$ cat src/hw/rtl/bide_pkg.sv
// ----------------------------------------------------------------------------
// bide_pkg
// Shared types and constants for the insert/delete edit distance engine.
// ----------------------------------------------------------------------------
package bide_pkg;

    localparam logic [1:0] ACT_APPEND_FIRST  = 2'd0;
    localparam logic [1:0] ACT_APPEND_SECOND = 2'd1;
    localparam logic [1:0] ACT_COMPUTE       = 2'd2;
    localparam logic [1:0] ACT_CLEAR         = 2'd3;

    localparam int         DIST_W             = 7;
    localparam int         CFG_ADDR_W         = 3;
    localparam int         CFG_DATA_W         = 32;
    localparam logic       REG_MAX_DISTANCE   = 1'b0;
    localparam logic [6:0] RESET_MAX_DISTANCE = 7'd64;

    typedef struct packed {
        logic              valid;
        logic              found;
        logic [DIST_W-1:0] distance;
    } bide_result_t;

endpackage

$ cat src/hw/rtl/bide_ram.sv
// ----------------------------------------------------------------------------
// bide_ram
// Generic single-write, single-read RAM with registered read data.
// ----------------------------------------------------------------------------
module bide_ram #(
    parameter int WIDTH = 32,
    parameter int DEPTH = 256,
    localparam int AW   = $clog2(DEPTH)
) (
    input  logic             clk,
    input  logic             we,
    input  logic [AW-1:0]    waddr,
    input  logic [WIDTH-1:0] wdata,
    input  logic [AW-1:0]    raddr,
    output logic [WIDTH-1:0] rdata
);

    logic [WIDTH-1:0] mem [DEPTH];

    always_ff @(posedge clk)
    begin
        if (we)
        begin
            mem[waddr] <= wdata;
        end
        rdata <= mem[raddr];
    end

endmodule

$ cat src/hw/rtl/bide_search.sv
// ----------------------------------------------------------------------------
// bide_search
// Diagonal wave sequencer: one compare/add unit walks waves, diagonals and
// slides, one wave RAM holds the furthest reach per diagonal.
// ----------------------------------------------------------------------------
module bide_search #(
    parameter int MAX_LEN  = 256,
    parameter int MAX_DIST = 64,
    parameter int CELL_W   = 32,
    localparam int LW      = $clog2(MAX_LEN + 1),
    localparam int LAW     = $clog2(MAX_LEN)
) (
    input  logic                        clk,
    input  logic                        rst_n,
    input  logic                        go,
    input  logic [LW-1:0]               n,
    input  logic [LW-1:0]               m,
    input  logic [bide_pkg::DIST_W-1:0] max_distance,
    output logic [LAW-1:0]              first_addr,
    output logic [LAW-1:0]              second_addr,
    input  logic [CELL_W-1:0]           first_q,
    input  logic [CELL_W-1:0]           second_q,
    output logic                        busy,
    output bide_pkg::bide_result_t      result
);
    import bide_pkg::*;

    localparam int WB     = $clog2(MAX_LEN + MAX_DIST + 2);
    localparam int HW0    = $clog2(MAX_DIST + 2);
    localparam int HW     = ((HW0 > DIST_W) ? HW0 : DIST_W) + 1;
    localparam int SW     = ((WB > HW) ? WB : HW) + 2;
    localparam int WDEPTH = 2 * MAX_DIST + 1;
    localparam int WAW    = $clog2(WDEPTH);

    typedef enum logic [2:0] {
        S_IDLE,
        S_FETCH,
        S_START,
        S_ISSUE,
        S_CMP,
        S_STORE
    } state_t;

    state_t              state_reg, state_next;
    logic [HW-1:0]       h_reg, h_next;
    logic [HW-1:0]       limit_reg, limit_next;
    logic signed [SW-1:0] d_reg, d_next;
    logic signed [SW-1:0] a_reg, a_next;
    logic [WB-1:0]       left_reg, left_next;
    bide_result_t        result_reg, result_next;

    logic signed [SW-1:0] h_s, n_s, m_s, b_s, q_s, left_s;
    logic signed [SW-1:0] rd_idx, wr_idx;
    logic [HW-1:0]        max_ext;
    logic                 wave_we;
    logic [WB-1:0]        wave_q;

    assign h_s    = $signed({{(SW - HW){1'b0}}, h_reg});
    assign n_s    = $signed({{(SW - LW){1'b0}}, n});
    assign m_s    = $signed({{(SW - LW){1'b0}}, m});
    assign q_s    = $signed({{(SW - WB){1'b0}}, wave_q});
    assign left_s = $signed({{(SW - WB){1'b0}}, left_reg});
    assign b_s    = a_reg - d_reg;
    assign rd_idx = d_reg + SW'(MAX_DIST + 1);
    assign wr_idx = d_reg + SW'(MAX_DIST);
    assign max_ext = {{(HW - DIST_W){1'b0}}, max_distance};

    assign first_addr  = a_reg[LAW-1:0];
    assign second_addr = b_s[LAW-1:0];
    assign wave_we     = (state_reg == S_STORE);
    assign busy        = (state_reg != S_IDLE);
    assign result      = result_reg;

    bide_ram #(
        .WIDTH (WB),
        .DEPTH (WDEPTH)
    ) u_wave_ram (
        .clk   (clk),
        .we    (wave_we),
        .waddr (wr_idx[WAW-1:0]),
        .wdata (a_reg[WB-1:0]),
        .raddr (rd_idx[WAW-1:0]),
        .rdata (wave_q)
    );

    always_comb
    begin
        state_next  = state_reg;
        h_next      = h_reg;
        limit_next  = limit_reg;
        d_next      = d_reg;
        a_next      = a_reg;
        left_next   = left_reg;
        result_next = result_reg;
        result_next.valid = 1'b0;

        case (state_reg)
            S_IDLE:
            begin
                if (go)
                begin
                    h_next     = '0;
                    d_next     = '0;
                    a_next     = '0;
                    limit_next = (max_ext > HW'(MAX_DIST)) ? HW'(MAX_DIST) : max_ext;
                    state_next = S_ISSUE;
                end
            end
            S_FETCH:
            begin
                state_next = S_START;
            end
            S_START:
            begin
                if (d_reg == -h_s)
                begin
                    a_next = q_s;
                end
                else if (d_reg == h_s)
                begin
                    a_next = left_s + SW'(1);
                end
                else if (left_s < q_s)
                begin
                    a_next = q_s;
                end
                else
                begin
                    a_next = left_s + SW'(1);
                end
                left_next  = wave_q;
                state_next = S_ISSUE;
            end
            S_ISSUE:
            begin
                if ((a_reg < n_s) && (b_s >= 0) && (b_s < m_s))
                begin
                    state_next = S_CMP;
                end
                else
                begin
                    state_next = S_STORE;
                end
            end
            S_CMP:
            begin
                if (first_q == second_q)
                begin
                    a_next     = a_reg + SW'(1);
                    state_next = S_ISSUE;
                end
                else
                begin
                    state_next = S_STORE;
                end
            end
            S_STORE:
            begin
                if ((a_reg >= n_s) && (b_s >= m_s))
                begin
                    result_next.valid    = 1'b1;
                    result_next.found    = 1'b1;
                    result_next.distance = h_reg[DIST_W-1:0];
                    state_next           = S_IDLE;
                end
                else if (d_reg < h_s)
                begin
                    d_next     = d_reg + SW'(2);
                    state_next = S_FETCH;
                end
                else if (h_reg == limit_reg)
                begin
                    result_next.valid    = 1'b1;
                    result_next.found    = 1'b0;
                    result_next.distance = '0;
                    state_next           = S_IDLE;
                end
                else
                begin
                    h_next     = h_reg + HW'(1);
                    d_next     = -(h_s + SW'(1));
                    state_next = S_FETCH;
                end
            end
            default:
            begin
                state_next = S_IDLE;
            end
        endcase
    end

    always_ff @(posedge clk or negedge rst_n)
    begin
        if (!rst_n)
        begin
            state_reg  <= S_IDLE;
            h_reg      <= '0;
            limit_reg  <= '0;
            d_reg      <= '0;
            a_reg      <= '0;
            left_reg   <= '0;
            result_reg <= '0;
        end
        else
        begin
            state_reg  <= state_next;
            h_reg      <= h_next;
            limit_reg  <= limit_next;
            d_reg      <= d_next;
            a_reg      <= a_next;
            left_reg   <= left_next;
            result_reg <= result_next;
        end
    end

endmodule

$ cat config.mk
export PLATFORM = sky130hd
export DESIGN_NAME = bide_search
export DESIGN_NICKNAME = d
export VERILOG_FILES = /design/src/hw/rtl/bide_pkg.sv /design/src/hw/rtl/bide_ram.sv /design/src/hw/rtl/bide_search.sv
export SDC_FILE = /design/constraint.sdc
export NUM_CORES = 1
export LEC_CHECK = 0
export BUFFER_PORTS_ARGS = -buffer_cell sky130_fd_sc_hd__buf_2
export CORE_MARGIN = 1
export CORE_UTILIZATION = 25
export DETAILED_ROUTE_END_ITERATION = 10
export HOLD_SLACK_MARGIN = 0.15
export PLACE_DENSITY = 0.45
export SYNTH_ARGS = -nofsm -noshare
export SYNTH_HDL_FRONTEND = slang
export SYNTH_SLANG_ARGS = --single-unit
$ cat constraint.sdc
create_clock -name clk -period 5.8 [get_ports clk]
set_input_delay 0.29 -clock clk [delete_from_list [all_inputs] [get_ports clk]]
set_output_delay 0.29 -clock clk [all_outputs]
set_load 0.01 [all_outputs]
* Yosys cells after proc, flatten, opt, wreduce, memory -nomap -nowiden
Memories as Yosys holds them, arrays and structs flattened. A register that Yosys moved wholly into a read port is not among the register bits.
Index checks and enable logic that the tools add are counted.
** Word-level totals
- Memories kept :: 1
- Output and inout port bits :: 26
- Input port bits :: 92
- Flip-flop bits (word level) :: 59
- RAM bits :: 1161
- Logic and storage cells :: 86
** Operators by class
- Add/subtract/negate cells :: 10
- Magnitude comparators :: 8
- Eq/ne operators :: 16
- Muxes and demuxes :: 29
- Reduce and logical (&&, ||, !) cells :: 13
** Memory list
- u_wave_ram.mem :: words 129, bits a word 9, read ports 1, clocked after memory_dff 1, write ports 1, RTL line bide_ram.sv:18 : logic [WIDTH-1:0] mem [DEPTH];
** Operators by type and width (count)
- 2-to-1 mux 11 bit :: 5
- 2-to-1 mux 9 bit :: 4
- one-hot mux 11 bit (3 select lines) :: 1
- == test 32 bit :: 1
- 2-to-1 mux 8 bit :: 4
- 2-to-1 mux 10 bit :: 3
- >= comparator 11 x 10 -> 1 bit :: 2
- < comparator 11 x 10 -> 1 bit :: 2
- one-hot mux 11 bit (2 select lines) :: 1
- one-hot mux 3 bit (6 select lines) :: 1
- adder 8 bit, second input constant :: 2
- one-hot mux 8 bit (2 select lines) :: 1
- != test 2 bit, second input constant :: 6
- adder 11 x 2 -> 11 bit, second input constant :: 1
- adder 11 x 3 -> 11 bit, second input constant :: 1
- == test 11 bit :: 1
- == test 11 x 9 -> 1 bit :: 1
- >= comparator 11 x 1 -> 1 bit, second input constant :: 1
- < comparator 11 x 9 -> 1 bit :: 1
- negator 8 -> 11 bit :: 1
- negator 9 -> 11 bit :: 1
- subtractor 11 bit :: 1
- adder 9 x 1 -> 10 bit, second input constant :: 1
- adder 8 x 1 -> 9 bit, second input constant :: 1
- 19 further kinds :: 32

* Depth between registers and ports, before layout
- Depth in word-level cells :: 6
- Depth in mapped cells :: 19
- Depth with buffers taken out :: 17

* Cells and area by module
Synthesis repeated with hierarchy kept, for this count alone.
** Second synthesis, totals
- Cells, all modules :: 2946
- Area total of the unflattened synthesis :: 50996.4 µm²
** By module, submodules not included
- bide_ram :: cells an instance 2293, sequential area each 35043.6 µm², area each 45616.2 µm², times used 1
- bide_search :: cells an instance 653, sequential area each 1451.4 µm², area each 5380.2 µm², times used 1

* Least setup slack after synthesis
Ideal clock, no wire load.
- Path kind :: reg-to-reg
- Start :: register a_reg[0]
- End :: register h_reg[6]
- Period minus slack after synthesis :: 5253 ps
- Setup slack :: 547 ps
- Setup time :: 92 ps
- Cell stages (with the launch flop) :: 18
- Required time :: 5708 ps
- Arrival :: 5161 ps
- Path buffers :: 1
- Cells stage by stage :: dfrtp_1 -> inv_1 -> ha_1 -> inv_1 -> fa_1 -> a211oi_1 -> o21bai_1 -> a21oi_1 -> xnor2_1 -> ha_1 -> a211oi_1 -> o21ai_0 -> o221a_2 -> nor3_2 -> a211oi_2 -> or3_1 -> buf_2 -> o31ai_2
** Between the ends
- Longest elaborated chain between the ends :: 5
- Elaborated cells between the ends (all ways) :: 6
- Those cells by class :: add/sub: 1; order compare: 2; eq/ne: 1; reduce/logical: 2
** RTL lines
- from (decl) :: RTL line bide_search.sv:48 : logic signed [SW-1:0] a_reg, a_next;
- from (signal assigned) :: RTL line bide_search.sv:210 : a_reg <= a_next;
- subtractor 11 bit :: RTL line bide_search.sv:63 : assign b_s = a_reg - d_reg;
- via second_addr[6] :: RTL line bide_search.sv:20 : output logic [LAW-1:0] second_addr,
- >= comparator 11 x 10 -> 1 bit :: RTL line bide_search.sv:159 : if ((a_reg >= n_s) && (b_s >= m_s))
- logical AND 1 bit :: RTL line bide_search.sv:159
- != test 2 bit (no source line)
- AND reduction 5 bit (no source line)
- to (signal assigned) :: RTL line bide_search.sv:207 : h_reg <= h_next;
- to (decl) :: RTL line bide_search.sv:45 : logic [HW-1:0] h_reg, h_next;
The timed path passes the listed nets, and every way through them passes these cells.
A chain may end at the register's enable or synchronous reset.

* Worst setup path after layout
- Start :: register d_reg[1]
- End :: register result_reg (netlist bit result[0])
** Between the ends
- Longest elaborated chain between the ends :: 5
- Elaborated cells between the ends (all ways) :: 8
- Those cells by class :: add/sub: 1; order compare: 2; eq/ne: 1; mux: 1; reduce/logical: 3
** RTL lines
- from (decl) :: RTL line bide_search.sv:47 : logic signed [SW-1:0] d_reg, d_next;
- from (signal assigned) :: RTL line bide_search.sv:209 : d_reg <= d_next;
- subtractor 11 bit :: RTL line bide_search.sv:63
- >= comparator 11 x 10 -> 1 bit :: RTL line bide_search.sv:159
- logical AND 1 bit :: RTL line bide_search.sv:159
- != test 2 bit (no source line) / nonzero test 2 bit (equally long branches)
- AND reduction 3 bit (no source line)
- to (signal assigned) :: RTL line bide_search.sv:212 : result_reg <= result_next;
- to (decl) :: RTL line bide_search.sv:50 : bide_result_t result_reg, result_next;
Several ways; a longest one is shown, not always the timed one.

==> flow_summary.toml <==
[outcome]
outcome = "finished, violations left"
violations = "design-rule violations"

[floorplan]
num_rows = 164
core_area_um2 = 200100
fp.dieArea_um2 = 203500
dieHeight_um = 451.2
die_w_um = 451.2
ioPinCount = 118
start_util = 0.2521

[logic_synthesis]
ys_warn_count = 0
syn_inst = 2569
syn_avg_cell_area_um2 = 19.63
synth_top_flop_cell = "edfxtp_1"
synth_cell_types = 72
synth_area_um2 = 50440
ys_seq_elements = 1228
synth-edff-count = 1161
seq_area_frac_synth = 0.7236
synth_fp_nets = 2715
synthArstFlopShare = 0.04723

[critical_path]
cp_max_fo = 13
crit_arrival_ns = 5.39
r2r-end = "result[0]"
cpMaxStageDelayCell = "a211oi_2"
worst_setup_path_start_kind = "flop"
slowest_delay_ns = 0.82
worstSetupEndpointType = "flop"
r2r-start = "d_reg[1]"
crit_type = "reg -> reg"
worst-path-buf-inv = 1
critical_path_required_ns = 6.48
ff2ff_setup_slack_ns = 1.09
reg2reg_depth = 14
crit_top_cell = "a21oi_1"
critical_path.cell_chain = "inv_1 -> fa_1 -> a211oi_1 -> o21bai_1 -> a21oi_1 -> xnor2_1 -> ha_1 -> nand4_1 -> a21oi_1 -> o221a_2 -> nor3_2 -> a211oi_2 -> nand2_1 -> mux2i_1"
critical_path.top_delay_family = "compound AO/OA/AOI/OAI gates"

[power_and_ir_drop]
p_int_w = 0.01994
swShare = 0.3294
pwr_density_cell_nw_per_um2 = 498.3
p_total_w = 0.02973
pwr-share-seq = 0.387
ir_drop_mv = 0.4333
combinationalPowerShare = 0.312
total_leakage_power_nw = 19.11
p_sw_w = 0.009793
clock_power_share = 0.301

[route]
routed_wl_mm = 140.2
drtIter0Drc = 2193
viasPerCell = 4.581
ant_nets = 0
post_drt_wl_per_cell_um = 25.02
drt_first_pass_iters = 8
vias = 25670
post-route-drc-count = 22

[hold_path]
hold_path_class = "in -> async"

[grt]
grt_pass1_wl_mm = 201.4
grt_pass1_vias = 26460
grt_overflow = 0
antenna_found_initial = 3
grt_max_degree = 136
grt_usage = 0.1370

[placed_design]
dp_hpwl_mm = 87.44
gp_congestion = 0.7991
pre_cts_ws_ns = 1.146
portBuffers = 117

[clocking]
cts_sinks = 1228
cts_tree = "yes"
cts_root_buf = "clkbuf_16"
clock_latency_ns = 0.78
cts_setup_buffers = 0
holdBufCountCts = 23
clk_path_buf_depth = 3
cts_inserted_buffers = 135
h-tree-depth = 4
post_cts_resized = 0
clkTransAtPathRegs_ns = 0.06

[layout]
largest_register_ffs = 1161
drive_above_1_share = 0.2831
area_growth_pct = 18.29
fin_nets = 2989

[timing]
drv_slew = 0
relSlewSlack = 0.1779
hold_viol_final = 0
holdWs_ns = 0.2444
clock_skew_ns = 0.03189
period_share = 0.8128
tns_ns = 0
layout_min_cycle_time_ns = 4.714
rsz0062_at_grt = "no"
fmax_ghz = 0.2121
finalSetupViolCount = 0
layout_setup_ws_ns = 1.086
worst_pin_slew_ns = 1.230

[job]
drv_cap = 0
==> metrics by stage <==
step / cells / cell area, µm² / utilization
after detailed placement: 5339 / 54850 / 0.2741
after global routing: 5603 / 59660 / 0.2982
after floorplan: 2569 / 50440 / -
final: 5603 / 59660 / 0.2982
after global placement: 5339 / 54850 / 0.2741
after CTS: 5602 / 59660 / 0.2982
==> synth_stat cells, types with 3 or more instances <==
cell type	number	area, µm²
nand3_1	43	215.2
a2111oi_0	5	43.79
nor2_1	167	626.9
o211a_1	6	60.06
buf_4	22	165.2
inv_1	51	191.4
o21ai_0	47	235.2
mux2i_1	29	290.3
dfrtp_1	58	1451
buf_6	10	112.6
or3_1	7	43.79
buf_1	3	11.26
dfxtp_1	9	180.2
a32o_1	3	30.03
edfxtp_1	1161	34860
nand4_1	22	137.6
xor2_1	23	201.4
o21ai_1	6	30.03
xnor2_1	49	429.2
a31oi_1	3	18.77
o22ai_1	18	112.6
buf_2	37	185.2
ha_1	53	663.1
nor2b_1	9	56.30
mux2_2	3	33.78
o32ai_1	4	35.03
o211ai_1	4	30.03
nor4_1	7	43.79
a21o_1	6	45.04
a21oi_1	53	265.3
clkbuf_1	66	247.7
and3_1	12	75.07
a211oi_1	6	45.04
mux4_2	360	8108
and2_1	4	25.02
nand2b_1	13	81.33
nand2_1	108	405.4
nor3_1	33	165.2
==> power groups by stage <==
stage / sequential, W / combinational [W] / clock (W)
floorplan: 0.0120 / 0.00536 / 0
global placement: 0.0117 / 0.00943 / 0
detailed placement: 0.0117 / 0.00942 / 0
CTS: 0.0115 / 0.00948 / 0.00915
global route: 0.0115 / 0.00997 / 0.00946
finish: 0.0115 / 0.00929 / 0.00894
==> tightest hold or removal path, delay by kind of cell <==
family / cells / cell delay, ns
buf+inv: 3 / 1.25
==> per-layer routing <==
metal	GRT usage	wire, µm	vias to the layer above
met5	0	0	-
met4	0.03476	2578	0
met3	0.01979	6434	172
met2	0.2217	67270	692
met1	0.1920	63930	13750
li1	-	-	11060
==> worst max-delay path by stage <==
stage	startpoint	endpoint	cells past startpoint
final	d_reg[1]	result[0]	14
after global routing	d_reg[1]	result[4]	14
after CTS	d_reg[0]	result[0]	15
after detailed placement	d_reg[1]	result[4]	14
after global placement	d_reg[0]	result[6]	15
after floorplan	a_reg[0]	h_reg[6]	17
==> cell usage in the layout (no fill, tap or decap), types with 7 or more instances in the layout <==
cell / Yosys / final
a21oi_1: 53 / 53
and3_1: 12 / 12
buf_12: 0 / 9
buf_2: 37 / 117
buf_4: 22 / 126
bufinv_16: 0 / 19
clkbuf_1: 66 / 30
clkbuf_16: 0 / 144
clkinv_1: 2 / 23
clkinv_2: 0 / 12
dfrtp_1: 58 / 48
dfrtp_4: 0 / 10
dfxtp_1: 9 / 9
dlygate4sd3_1: 0 / 23
edfxtp_1: 1161 / 1161
ha_1: 53 / 52
inv_1: 51 / 51
mux2i_1: 29 / 29
mux4_2: 360 / 360
nand2_1: 108 / 108
nand2b_1: 13 / 13
nand3_1: 43 / 43
nand4_1: 22 / 22
nor2_1: 167 / 167
nor2b_1: 9 / 9
nor3_1: 33 / 33
o21ai_0: 47 / 47
o22ai_1: 18 / 18
or3_1: 7 / 7
xnor2_1: 49 / 45
xor2_1: 23 / 23
==> cells by family (layout without fill, tap and decap cells) <==
logic type	count (synthesis)	count (layout)	synth area share
flip-flops	1228	1228	0.7236
AND/OR/NAND/NOR	438	438	0.03939
multiplexers	392	392	0.1672
buffers and inverters	192	569	0.01833
AO/OA/AOI/OAI	191	191	0.02458
XOR/XNOR	74	74	0.01337
adder cells (fa/ha/maj)	54	54	0.01355
other	0	1	0
==> cell type report <==
| class | count | area [µm²] |
|---|---|---|
| sequential | 1228 | 36530 |
| inverter | 54 | 202.7 |
| timing repair buffer | 275 | 1942 |
| tap | 2656 | 3323 |
| clock buffer | 175 | 3730 |
| clock inverter | 65 | 850.8 |
| antenna | 1 | 2.502 |
| multi-input combinational | 1149 | 13080 |
| fill | 19490 | 140400 |
Power figures use the tool's default switching activity.
